## src/design/assert_macros.svh

```systemverilog
// assertion macros used by the top-level design file
`ifndef ASSERT_MACROS_SVH
`define ASSERT_MACROS_SVH

// property that must hold at every clock edge outside reset
`define GLM_ASSERT_ALWAYS(label, prop, msg) \
    label: assert property (@(posedge i_clk) disable iff (!i_rst_n) (prop)) else $error(msg);

// condition that must hold in the cycle after a trigger
`define GLM_ASSERT_NEXT(label, trig, cons, msg) \
    label: assert property (@(posedge i_clk) disable iff (!i_rst_n) (trig) |=> (cons)) \
        else $error(msg);

`endif

```

## src/design/glm_pkg.sv

```systemverilog
// shared types and constants of the grid local minimum detector
package glm_pkg;

    // default grid limits and register reset values
    localparam int         GLM_MAX_COLS = 128;
    localparam int         GLM_MAX_ROWS = 128;
    localparam logic [7:0] GRID_DEFAULT = 8'd100;

    // value limits of the height map and the risk sum
    localparam logic [3:0]  HEIGHT_MAX = 4'd9;
    localparam logic [17:0] RISK_MAX   = 18'h3ffff;

    // register index, taken from paddr bit 2
    typedef enum logic {
        REG_GRID_COLS = 1'b0,
        REG_GRID_ROWS = 1'b1
    } t_reg_idx;

    // position of an item in the frame, row and column masked to 7 bits
    typedef struct packed {
        logic [6:0] row;
        logic [6:0] col;
        logic       row_ge1;
        logic       row_ge2;
        logic       col_ge1;
        logic       col_ge2;
        logic       row_last;
        logic       col_last;
    } t_pos;

    // one detected low cell
    typedef struct packed {
        logic [6:0]  row;
        logic [6:0]  col;
        logic [3:0]  height;
        logic [17:0] total;
    } t_result;

    // all low cells released by one item, packed from slot 0
    typedef struct packed {
        logic [1:0]        num;
        t_result [2:0]     slot;
    } t_result_set;

endpackage

```

## src/design/glm_line_buf.sv

```systemverilog
// two-row line buffer: one word per column holding the row above and the row two above
module glm_line_buf #(
    parameter int DEPTH  = 128,
    parameter int ADDR_W = (DEPTH > 1) ? $clog2(DEPTH) : 1
) (
    input  logic              i_clk,
    input  logic              i_rd_en,
    input  logic [ADDR_W-1:0] i_addr,
    input  logic [ADDR_W-1:0] i_next_addr,
    input  logic              i_wr_en,
    input  logic [7:0]        i_wr_data,
    output logic [7:0]        o_cur_word,
    output logic [7:0]        o_next_word
);

    // word layout: [7:4] two rows above, [3:0] row above
    logic [7:0]        r_mem [DEPTH];
    logic [7:0]        r_cur_word;
    logic [7:0]        r_next_word;
    logic [ADDR_W-1:0] r_wr_addr;

    // write back the item read last, on its own column
    always_ff @(posedge i_clk) begin
        if (i_wr_en) begin
            r_mem[r_wr_addr] <= i_wr_data;
        end
    end

    // registered reads with bypass of the write done at the same edge
    always_ff @(posedge i_clk) begin
        if (i_rd_en) begin
            r_wr_addr   <= i_addr;
            r_cur_word  <= (i_wr_en && (r_wr_addr == i_addr)) ? i_wr_data : r_mem[i_addr];
            r_next_word <= (i_wr_en && (r_wr_addr == i_next_addr)) ? i_wr_data
                                                                   : r_mem[i_next_addr];
        end
    end

    assign o_cur_word  = r_cur_word;
    assign o_next_word = r_next_word;

endmodule

```

## src/design/glm_eval.sv

```systemverilog
// judge stage: neighbor compares, result packing and the running risk sum
module glm_eval (
    input  logic                 i_clk,
    input  logic                 i_rst_n,
    input  logic                 i_clear,
    input  logic                 i_load,
    input  logic [3:0]           i_height,
    input  glm_pkg::t_pos        i_pos,
    input  logic [7:0]           i_cur_word,
    input  logic [7:0]           i_next_word,
    input  logic                 i_q_free,
    output logic                 o_ready,
    output logic                 o_advance,
    output logic [7:0]           o_wr_data,
    output logic                 o_q_load,
    output glm_pkg::t_result_set o_set
);
    import glm_pkg::*;

    logic        r_valid;
    logic [3:0]  r_height;
    t_pos        r_pos;
    logic [3:0]  r_left0;
    logic [3:0]  r_left1;
    logic [3:0]  r_left_above;
    logic [17:0] r_risk_sum;

    logic [3:0]  above;
    logic [3:0]  two_above;
    logic [3:0]  above_right;
    logic        f1, f2, f3;
    t_result     e1, e2, e3;
    logic [17:0] t1, t2, t3;
    t_result_set set;

    function automatic logic [17:0] add_risk(input logic [17:0] sum, input logic [3:0] h);
        logic [18:0] s;
        s = {1'b0, sum} + 19'(h + 4'd1);
        return s[18] ? RISK_MAX : s[17:0];
    endfunction

    assign above       = i_cur_word[3:0];
    assign two_above   = i_cur_word[7:4];
    assign above_right = i_next_word[3:0];

    // candidate in the row above, its lower neighbor is this item
    assign f1 = r_pos.row_ge1 && (r_height > above)
             && !(r_pos.row_ge2 && (two_above <= above))
             && !(r_pos.col_ge1 && (r_left_above <= above))
             && !(!r_pos.col_last && (above_right <= above));

    // left neighbor in the last row, its right neighbor is this item
    assign f2 = r_pos.row_last && r_pos.col_ge1 && (r_height > r_left0)
             && !(r_pos.col_ge2 && (r_left1 <= r_left0))
             && !(r_pos.row_ge1 && (r_left_above <= r_left0));

    // final cell of the frame
    assign f3 = r_pos.row_last && r_pos.col_last
             && !(r_pos.col_ge1 && (r_left0 <= r_height))
             && !(r_pos.row_ge1 && (above <= r_height));

    // running risk total in raster order of the candidates
    assign t1 = f1 ? add_risk(r_risk_sum, above) : r_risk_sum;
    assign t2 = f2 ? add_risk(t1, r_left0) : t1;
    assign t3 = f3 ? add_risk(t2, r_height) : t2;

    always_comb begin
        e1 = '{row: r_pos.row - 7'd1, col: r_pos.col, height: above, total: t1};
        e2 = '{row: r_pos.row, col: r_pos.col - 7'd1, height: r_left0, total: t2};
        e3 = '{row: r_pos.row, col: r_pos.col, height: r_height, total: t3};
        // pack the flagged candidates from slot 0
        set.num     = 2'(f1) + 2'(f2) + 2'(f3);
        set.slot[0] = f1 ? e1 : (f2 ? e2 : e3);
        set.slot[1] = (f1 && f2) ? e2 : e3;
        set.slot[2] = e3;
    end

    assign o_advance = r_valid && ((set.num == 2'd0) || i_q_free);
    assign o_ready   = !r_valid || o_advance;
    assign o_q_load  = o_advance && (set.num != 2'd0);
    assign o_set     = set;
    assign o_wr_data = {above, r_height};

    // stage valid and row context
    always_ff @(posedge i_clk) begin
        if (!i_rst_n) begin
            r_valid      <= 1'b0;
            r_left0      <= 4'd0;
            r_left1      <= 4'd0;
            r_left_above <= 4'd0;
            r_risk_sum   <= 18'd0;
        end else begin
            if (i_load) begin
                r_valid <= 1'b1;
            end else if (o_advance) begin
                r_valid <= 1'b0;
            end
            if (i_clear) begin
                r_left0    <= 4'd0;
                r_left1    <= 4'd0;
                r_risk_sum <= 18'd0;
            end else if (o_advance) begin
                r_left_above <= above;
                r_risk_sum   <= (r_pos.row_last && r_pos.col_last) ? 18'd0 : t3;
                if (r_pos.col_last) begin
                    r_left0 <= 4'd0;
                    r_left1 <= 4'd0;
                end else begin
                    r_left0 <= r_height;
                    r_left1 <= r_left0;
                end
            end
        end
    end

    // item payload, heights above nine count as nine
    always_ff @(posedge i_clk) begin
        if (i_load) begin
            r_height <= (i_height > HEIGHT_MAX) ? HEIGHT_MAX : i_height;
            r_pos    <= i_pos;
        end
    end

endmodule

```

## src/design/glm_out_queue.sv

```systemverilog
// result buffer that hands out up to three low cells of one item in order
module glm_out_queue (
    input  logic                 i_clk,
    input  logic                 i_rst_n,
    input  logic                 i_load,
    input  glm_pkg::t_result_set i_set,
    input  logic                 i_stall,
    output logic                 o_free,
    output logic                 o_valid,
    output logic [6:0]           o_low_row,
    output logic [6:0]           o_low_col,
    output logic [3:0]           o_low_height,
    output logic [3:0]           o_low_risk,
    output logic [17:0]          o_risk_total,
    output logic                 o_last_of_run
);
    import glm_pkg::*;

    t_result_set r_set;
    logic [1:0]  r_idx;
    t_result     cur;
    logic        last;
    logic        out_acc;

    assign cur     = r_set.slot[r_idx];
    assign o_valid = (r_set.num != 2'd0);
    assign last    = (r_idx == (r_set.num - 2'd1));
    assign out_acc = o_valid && !i_stall;
    assign o_free  = !o_valid || (out_acc && last);

    // count, index and slots of the results on offer
    always_ff @(posedge i_clk) begin
        if (!i_rst_n) begin
            r_set.num <= 2'd0;
            r_idx     <= 2'd0;
        end else if (i_load) begin
            r_set     <= i_set;
            r_idx     <= 2'd0;
        end else if (out_acc) begin
            if (last) begin
                r_set.num <= 2'd0;
                r_idx     <= 2'd0;
            end else begin
                r_idx <= r_idx + 2'd1;
            end
        end
    end

    assign o_low_row     = cur.row;
    assign o_low_col     = cur.col;
    assign o_low_height  = cur.height;
    assign o_low_risk    = cur.height + 4'd1;
    assign o_risk_total  = cur.total;
    assign o_last_of_run = last;

endmodule

```

## src/design/grid_local_minimum_detector_unit.sv

```systemverilog
// top level of the grid local minimum detector
// path: an accepted item is registered into the judge stage, its low cells then into the result buffer
// throughput: one cell per cycle while the sink does not stall; an item releasing several
// low cells holds the result port until all are taken; the line buffer is read at accept
// reset: synchronous, clears counters, risk sum, neighbor registers and pending results,
// grid size back to 100 by 100; line buffer words are rewritten before they are used
`include "assert_macros.svh"

module grid_local_minimum_detector_unit #(
    parameter int MAX_COLS = glm_pkg::GLM_MAX_COLS,
    parameter int MAX_ROWS = glm_pkg::GLM_MAX_ROWS
) (
    input  logic        i_clk,
    input  logic        i_rst_n,
    // configuration port
    input  logic        psel,
    input  logic        penable,
    input  logic        pwrite,
    input  logic [2:0]  paddr,
    input  logic [31:0] pwdata,
    output logic [31:0] prdata,
    output logic        pready,
    // cell input
    input  logic        i_valid,
    output logic        o_stall,
    input  logic [3:0]  i_cell_height,
    // low cell output
    output logic        o_valid,
    input  logic        i_stall,
    output logic [6:0]  o_low_row,
    output logic [6:0]  o_low_col,
    output logic [3:0]  o_low_height,
    output logic [3:0]  o_low_risk,
    output logic [17:0] o_risk_total,
    output logic        o_last_of_run
);
    import glm_pkg::*;

    localparam int COL_W = (MAX_COLS > 1) ? $clog2(MAX_COLS) : 1;
    localparam int ROW_W = (MAX_ROWS > 1) ? $clog2(MAX_ROWS) : 1;
    localparam int CSZ_W = ($clog2(MAX_COLS + 1) > 8) ? $clog2(MAX_COLS + 1) : 8;
    localparam int RSZ_W = ($clog2(MAX_ROWS + 1) > 8) ? $clog2(MAX_ROWS + 1) : 8;

    logic [7:0]       r_grid_cols;
    logic [7:0]       r_grid_rows;
    logic [COL_W-1:0] r_col;
    logic [ROW_W-1:0] r_row;

    logic             cfg_wr;
    t_reg_idx         reg_idx;
    logic [CSZ_W-1:0] cols_ext;
    logic [RSZ_W-1:0] rows_ext;
    logic [CSZ_W-1:0] cols_eff;
    logic [RSZ_W-1:0] rows_eff;
    logic [COL_W-1:0] col_last;
    logic [ROW_W-1:0] row_last;
    logic [COL_W-1:0] next_addr;
    logic             in_acc;
    t_pos             pos;

    logic             s1_ready;
    logic             s1_advance;
    logic [7:0]       wr_data;
    logic [7:0]       cur_word;
    logic [7:0]       next_word;
    logic             q_load;
    logic             q_free;
    t_result_set      res_set;
    logic             run_done;

    // configuration registers
    assign reg_idx = t_reg_idx'(paddr[2]);
    assign cfg_wr  = psel && penable && pwrite && pready;
    assign pready  = 1'b1;

    always_ff @(posedge i_clk) begin
        if (!i_rst_n) begin
            r_grid_cols <= GRID_DEFAULT;
            r_grid_rows <= GRID_DEFAULT;
        end else if (cfg_wr) begin
            unique case (reg_idx)
                REG_GRID_COLS: r_grid_cols <= pwdata[7:0];
                REG_GRID_ROWS: r_grid_rows <= pwdata[7:0];
                default:       r_grid_cols <= r_grid_cols;
            endcase
        end
    end

    always_comb begin
        unique case (reg_idx)
            REG_GRID_COLS: prdata = {24'd0, r_grid_cols};
            REG_GRID_ROWS: prdata = {24'd0, r_grid_rows};
            default:       prdata = 32'd0;
        endcase
    end

    // effective grid size, zero acts as one and large values clamp
    assign cols_ext = CSZ_W'(r_grid_cols);
    assign rows_ext = RSZ_W'(r_grid_rows);

    always_comb begin
        if (cols_ext == '0) begin
            cols_eff = CSZ_W'(1);
        end else if (cols_ext > CSZ_W'(MAX_COLS)) begin
            cols_eff = CSZ_W'(MAX_COLS);
        end else begin
            cols_eff = cols_ext;
        end
        if (rows_ext == '0) begin
            rows_eff = RSZ_W'(1);
        end else if (rows_ext > RSZ_W'(MAX_ROWS)) begin
            rows_eff = RSZ_W'(MAX_ROWS);
        end else begin
            rows_eff = rows_ext;
        end
    end

    assign col_last = COL_W'(cols_eff - CSZ_W'(1));
    assign row_last = ROW_W'(rows_eff - RSZ_W'(1));

    // input handshake
    assign o_stall = !s1_ready;
    assign in_acc  = i_valid && s1_ready;

    // raster position counters
    always_ff @(posedge i_clk) begin
        if (!i_rst_n) begin
            r_col <= '0;
            r_row <= '0;
        end else if (cfg_wr) begin
            r_col <= '0;
            r_row <= '0;
        end else if (in_acc) begin
            if (r_col == col_last) begin
                r_col <= '0;
                r_row <= (r_row == row_last) ? '0 : r_row + ROW_W'(1);
            end else begin
                r_col <= r_col + COL_W'(1);
            end
        end
    end

    // position flags of the accepted item
    always_comb begin
        pos.row      = 7'(r_row);
        pos.col      = 7'(r_col);
        pos.row_ge1  = (r_row != '0);
        pos.row_ge2  = (r_row > ROW_W'(1));
        pos.col_ge1  = (r_col != '0);
        pos.col_ge2  = (r_col > COL_W'(1));
        pos.row_last = (r_row == row_last);
        pos.col_last = (r_col == col_last);
    end

    // right neighbor column, held on the current one at the row end
    assign next_addr = (r_col == col_last) ? r_col : r_col + COL_W'(1);

    glm_line_buf #(
        .DEPTH (MAX_COLS)
    ) u_line_buf (
        .i_clk       (i_clk),
        .i_rd_en     (in_acc),
        .i_addr      (r_col),
        .i_next_addr (next_addr),
        .i_wr_en     (s1_advance),
        .i_wr_data   (wr_data),
        .o_cur_word  (cur_word),
        .o_next_word (next_word)
    );

    glm_eval u_eval (
        .i_clk       (i_clk),
        .i_rst_n     (i_rst_n),
        .i_clear     (cfg_wr),
        .i_load      (in_acc),
        .i_height    (i_cell_height),
        .i_pos       (pos),
        .i_cur_word  (cur_word),
        .i_next_word (next_word),
        .i_q_free    (q_free),
        .o_ready     (s1_ready),
        .o_advance   (s1_advance),
        .o_wr_data   (wr_data),
        .o_q_load    (q_load),
        .o_set       (res_set)
    );

    glm_out_queue u_out_queue (
        .i_clk         (i_clk),
        .i_rst_n       (i_rst_n),
        .i_load        (q_load),
        .i_set         (res_set),
        .i_stall       (i_stall),
        .o_free        (q_free),
        .o_valid       (o_valid),
        .o_low_row     (o_low_row),
        .o_low_col     (o_low_col),
        .o_low_height  (o_low_height),
        .o_low_risk    (o_low_risk),
        .o_risk_total  (o_risk_total),
        .o_last_of_run (o_last_of_run)
    );

    // final result of a run taken by the sink
    assign run_done = o_valid && !i_stall && o_last_of_run;

    // checks
    `GLM_ASSERT_ALWAYS(a_col_range, r_col <= col_last, "column counter beyond grid width")
    `GLM_ASSERT_ALWAYS(a_row_range, r_row <= row_last, "row counter beyond grid height")
    `GLM_ASSERT_NEXT(a_q_load_shows, q_load, o_valid, "loaded results not offered")
    `GLM_ASSERT_NEXT(a_run_ends, run_done && !q_load, !o_valid, "result offered past its run")

endmodule
```

## config.mk

```make
export PLATFORM = sky130hd
export DESIGN_NAME = grid_local_minimum_detector_unit
export DESIGN_NICKNAME = d
export VERILOG_FILES = /design/src/design/glm_pkg.sv /design/src/design/glm_line_buf.sv /design/src/design/glm_eval.sv /design/src/design/glm_out_queue.sv /design/src/design/grid_local_minimum_detector_unit.sv
export VERILOG_INCLUDE_DIRS = /design/src /design/src/design
export SDC_FILE = /design/constraint.sdc
export NUM_CORES = 2
export LEC_CHECK = 0
export BUFFER_PORTS_ARGS = -buffer_cell sky130_fd_sc_hd__clkbuf_2
export CAP_MARGIN = 20
export CORE_UTILIZATION = 30
export DETAILED_ROUTE_END_ITERATION = 6
export PLACE_DENSITY = 0.53
export SLEW_MARGIN = 10
export SYNTH_ARGS = -nofsm -noshare
export SYNTH_HDL_FRONTEND = slang
export SYNTH_HIERARCHICAL = 1
export SYNTH_SLANG_ARGS = --single-unit
```

## constraint.sdc

```tcl
create_clock -name i_clk -period 7.5 [get_ports i_clk]
set_input_delay 1.125 -clock i_clk [delete_from_list [all_inputs] [get_ports i_clk]]
set_output_delay 1.125 -clock i_clk [all_outputs]
set_load 0.005 [all_outputs]
```

; ---- After elaboration in Yosys (flattened, before gate mapping)
; Memory sizes are Yosys's and may differ from the RTL's. A register that Yosys moved wholly into a read port is not among the register bits.
; Index checks and enable logic that the tools add are counted.
[word_totals]
mem_count = 1
in_bits = 46
out_inout_bits = 76
wordCells = 164
register_bits = 201
ramBits = 1024
[op_classes]
bitwise_logic = 3
n_lt_le_gt_ge = 15
mux = 31
add_sub_neg = 17
n_eq_ne = 4
n_reduce_logical = 60
[memory_table]
columns = name, depth, word_bits, rd, rd_ports_with_merged_regs, wr, line_no
row1 = u_line_buf.r_mem, 128, 8, 2, 1, 1, glm_line_buf.sv:17  ; logic [7:0] r_mem [DEPTH];
[ops]
columns = operator, n
row1 = $mux W18, 7
row2 = $bmux W36 S2, 1
row3 = $mux W36, 2
row4 = $pmux W32 S2, 1
row5 = $mux W29, 2
row6 = $add A18 B19 Y19, 3
row7 = $mux W7, 7
row8 = $le A4 B4 Y1, 7
row9 = $sub A7 B1 Y7 const B, 4
row10 = $logic_and A1 B1 Y1, 27
row11 = $eq A7 B7 Y1, 3
row12 = $gt A8 B8 Y1 const B, 2
row13 = $logic_not A8 Y1, 2
row14 = $add A4 B1 Y5 const B, 3
row15 = $add A7 B1 Y7 const B, 2
row16 = $gt A7 B1 Y1 const B, 2
row17 = $reduce_bool A7 Y1, 2
row18 = $logic_not A1 Y1, 12
row19 = $mux W4, 3
row20 = $reduce_and A2 Y1, 6
row21 = $reduce_bool A2 Y1, 5
row22 = $gt A4 B4 Y1, 2
row23 = $mux W2, 4
row24 = $add A4 B1 Y4 const B, 1
row25 = 12 further kinds, 20

; ---- Depth between registers and ports, before layout
[depth]
depth_word = 15
mapped_depth = 33

; ---- Modules after synthesis
; Netlist, hierarchy kept.
[by_module_without_submodules]
columns = module, instances, area_each_um2, cells_per_inst
row1 = glm_line_buf, 1, 51007.7, 2975
row2 = glm_eval, 1, 5948.2, 774
row3 = glm_out_queue, 1, 4279.1, 261
row4 = grid_local_minimum_detector_unit, 1, 2523.7, 332

; ---- Worst setup path before layout
; OpenSTA, ideal clock, no wires.
[synth_timing]
path_type = register to register
start = register u_line_buf.r_cur_word[1] (netlist: u_line_buf/o_cur_word[1]), read port of u_line_buf.r_mem
end = register u_out_queue/r_set[0] (netlist bit) (enable)
slack_ns = 0.574
synth_period_minus_slack_ns = 6.926
required_time_ns = 7.021
t_arrival_ns = 6.447
path_stages_with_launch = 20
cell_sequence = edfxtp_1 inv_1 ha_1 nor2b_1 o2111a_1 or3_1 and4_1 buf_2 inv_2 buf_6 clkbuf_1 buf_1 clkbuf_1 fa_1 a21oi_1 nand2b_1 clkbuf_1 clkbuf_1 a21oi_1 and2_1
[synth_via]
elab_chain_cells = 13
word_cells_on_any_way = 26
[synth_lines]
columns = item, line_no
row1 = start: declaration, glm_line_buf.sv:18  ; logic [7:0] r_cur_word;
row2 = $le A4 B4 Y1, glm_eval.sv:48  ; && !(r_pos.row_ge2 && (two_above <= above))
row3 = $logic_and A1 B1 Y1, glm_eval.sv:48
row4 = $logic_not A1 Y1, glm_eval.sv:48
row5 = $logic_and A1 B1 Y1, glm_eval.sv:48
row6 = $logic_and A1 B1 Y1, glm_eval.sv:49  ; && !(r_pos.col_ge1 && (r_left_above <= above))
row7 = $logic_and A1 B1 Y1, glm_eval.sv:50  ; && !(!r_pos.col_last && (above_right <= above));
row8 = $add A1 B1 Y2, glm_eval.sv:72  ; set.num = 2'(f1) + 2'(f2) + 2'(f3);
row9 = $add A2 B1 Y2 (*), glm_eval.sv:72
row10 = $logic_not A2 Y1, glm_eval.sv:78  ; assign o_advance = r_valid && ((set.num == 2'd0) || i_q_free);
row11 = $logic_or A1 B1 Y1, glm_eval.sv:78
row12 = $logic_and A1 B1 Y1, glm_eval.sv:78
row13 = $logic_and A1 B1 Y1 (*), glm_eval.sv:80  ; assign o_q_load = o_advance && (set.num != 2'd0);
row14 = named net q_load, grid_local_minimum_detector_unit.sv:66  ; logic q_load;
row15 = $reduce_and A2 Y1 (no source line) (*), --
row16 = end signal: assignment, glm_out_queue.sv:37  ; r_set <= i_set;
row17 = end: declaration, glm_out_queue.sv:19  ; t_result_set r_set;
; The timed path passes the listed nets; every way through them passes the cells marked *.
; A chain may end at the register's enable or synchronous reset.

==> results.toml <==
[power]
pwr-share-seq_pct = 50.0
p_switching_uw = 3590
power.density_mw_per_mm2 = 233
pwr-share-comb_pct = 7.1
cell_internal_pwr_uw = 11800
pwr-share-clk_pct = 42.9
ir_drop_mv = 0.158
swShare_pct = 23.3
leakagePower_uw = 0.0213

[setup_path]
worstSetupStartpoint = "u_line_buf/o_cur_word[3]"
critPathMaxFanout = 30
critical_path_buf_inv_count = 4
reg2reg_from = "u_line_buf/o_cur_word[3]"
crit_required_ps = 8120
cp_data_arrival_time_ps = 7510
criticalPathCategory = "reg2reg"
startpoint_type = "register"
slowest_delay_ps = 590
crit_slowest_cell = "edfxtp_1"
path_delay_family = "simple AND/OR/NAND/NOR gates"
worst_setup_path_end_kind = "register"

[placed_design]
finalWeightedCongestion = 0.890
dpl_worst_slack_ps = 660
port_buffers = 70
dp_hpwl_um = 110000

[routing]
routed-via-count = 35900
drt-pass1-iter-count = 6
drt-initial-drc-count = 3528
drtAntennaViolNets = 0
wirelength_um = 170000
viasPerCell = 5.35
wl_per_cell_um = 25.4
drc_errors = 0

[die]
ios = 122
die_h_um = 447
fp.coreArea_mm2 = 0.197
dieArea_mm2 = 0.200
start_util_pct = 30.2
std_cell_rows = 163
die_w_um = 447

[cts]
cts_resized = 0
cts_sinks = 1240
cts-buffers-inserted = 139
hold_buffers = 0
clk_latency_ps = 780
htree_levels = 4
clkSlewWorstSetupHoldPaths_ps = 60
cts_root_buf = "clkbuf_16"
clockBufferDepth = 3
cts_setup_buffers = 0
cts_tree = "built"

[sta]
rsz0062_at_grt = "false"
finalHoldViolations = 0
layout_min_cycle_time_ps = 6890
max_freq_ghz = 0.145
worst_pin_slew_ps = 1180
worst_slack_ps = 614
setup_viol = 0
finalCritPeriodShare_pct = 91.8
tns_ps = 0
skew_ps = 31.2
slew_violations = 0
slew_headroom_pct = 20.9

[grt]
grt_first_pass_wirelength_um = 246000
grt_max_degree = 108
antenna_found_initial = 3
grt_pass1_vias = 34900
grt_usage_pct = 16.7
gr-total-overflow = 0

[cells_and_area]
seq_area_mm2 = 0.0366
multi_input_area_mm2 = 0.0202
area_growth_pct = 11.0
nets = 4059
num-fill-cells = 19100
num_antenna_cells = 0
layout-drive-gt1-share_pct = 17.4

[yosys]
yosysWarningCount = 6
synthCells = 3976
netlist_area_mm2 = 0.0595
synth_area_per_cell_um2 = 15.0

[min_path]
holdCritPathClass = "reg2reg"
hp-start = "u_eval/o_set[94]"

[outcome]
status = "finished, final reports clean"

[flow_run]
cap_violations = 0
[routing by layer]
metal / global-route usage (%) / vias to the layer above / wire (µm)
met2: 26.1 / 1391 / 78000
met1: 23.4 / 18600 / 75400
met3: 3.00 / 226 / 12000
met5: 0 / - / 13
li1: - / 15600 / -
met4: 5.27 / 2 / 4680
[path summary, 6_finish.rpt]
path	to	slack [ps]	depth (start not counted)
hold reg to reg	u_out_queue/r_set[94]	490	0
setup reg to reg	u_out_queue/r_set[3]	610	28
hold / removal	u_out_queue/r_set[94]	490	0
setup / recovery	u_out_queue/r_set[3]	610	28
[power by group through the flow]
stage / clock (µW) / sequential (µW) / combinational [µW]
3_3_place_gp: 0 / 7850 / 1090
5_1_grt: 7000 / 7710 / 1170
4_1_cts: 6750 / 7700 / 1100
2_1_floorplan: 0 / 7830 / 836
3_5_place_dp: 0 / 7850 / 1100
6_report: 6600 / 7700 / 1100
[cell usage in the layout, fill, tap and decap left out, types with 22 or more instances in the layout]
master and instances:
xor2_1 27, mux4_1 61, a31oi_1 23, nand3_1 74
o22ai_1 85, xnor2_1 42, a22oi_1 38, clkbuf_1 24
nor2b_1 60, edfxtp_1 1175, nand2b_1 29, mux2_2 70
mux2i_1 291, o21ai_0 112, mux4_2 184, buf_4 102
nor3_1 58, nor2_1 241, ha_1 53, nor4_1 22
clkbuf_2 71, inv_1 68, o221ai_1 55, clkinv_1 36
nand2_1 240, a21oi_1 94, dfxtp_1 59, conb_1 25
clkbuf_16 139
[registers in the layout, indices dropped and copies added (netlist names)]
signal / cells
u_line_buf/o_cur_word: 8
r_grid_rows: 8
r_col: 7
u_line_buf/r_wr_addr: 7
u_eval/r_pos: 6
u_eval/r_left0: 4
u_eval/r_risk_sum: 18
u_line_buf/r_mem: 1024
u_line_buf/o_next_word: 4
u_eval/r_valid: 1
u_eval/r_height: 4
cols_ext: 8
u_eval/o_set: 14
u_out_queue/r_idx: 2
u_out_queue/r_set: 110
r_row: 7
u_eval/r_left_above: 4
u_eval/r_left1: 4
[stage by stage]
step                instance area, µm²  hold slack, ps  total power [µW]  std cells  utilization [%]
floorplan                        59600             406              8660       3999                -
global placement                 61600             473              8940       6447             31.2
detailed placement               61600             474              8950       6447             31.2
CTS                              66000             488             15600       6694             33.5
global route                     66100             501             15900       6702             33.5
finish                           66100             489             15400       6702             33.5
[layout make-up]
cell class | count | share of cell area (%)
well taps | 2640 | 5.00
clock inverters | 81 | 1.20
flip-flops and latches | 1240 | 55.4
repair buffers | 182 | 1.92
multi-input cells | 2320 | 30.6
clock buffers | 166 | 5.46
inverters | 73 | 0.426
[worst register-to-register path, delay by kind of cell (launching register included)]
| kind | cells | cell delay (ps) |
|---|---|---|
| buffers and inverters | 4 | 940 |
| AOI/OAI and AO/OA | 10 | 1610 |
| and+or+nand+nor | 10 | 2150 |
| adders and majority gates | 4 | 1450 |
| DFF | 1 | 590 |
Note: power is estimated with default switching activity, not from simulation.
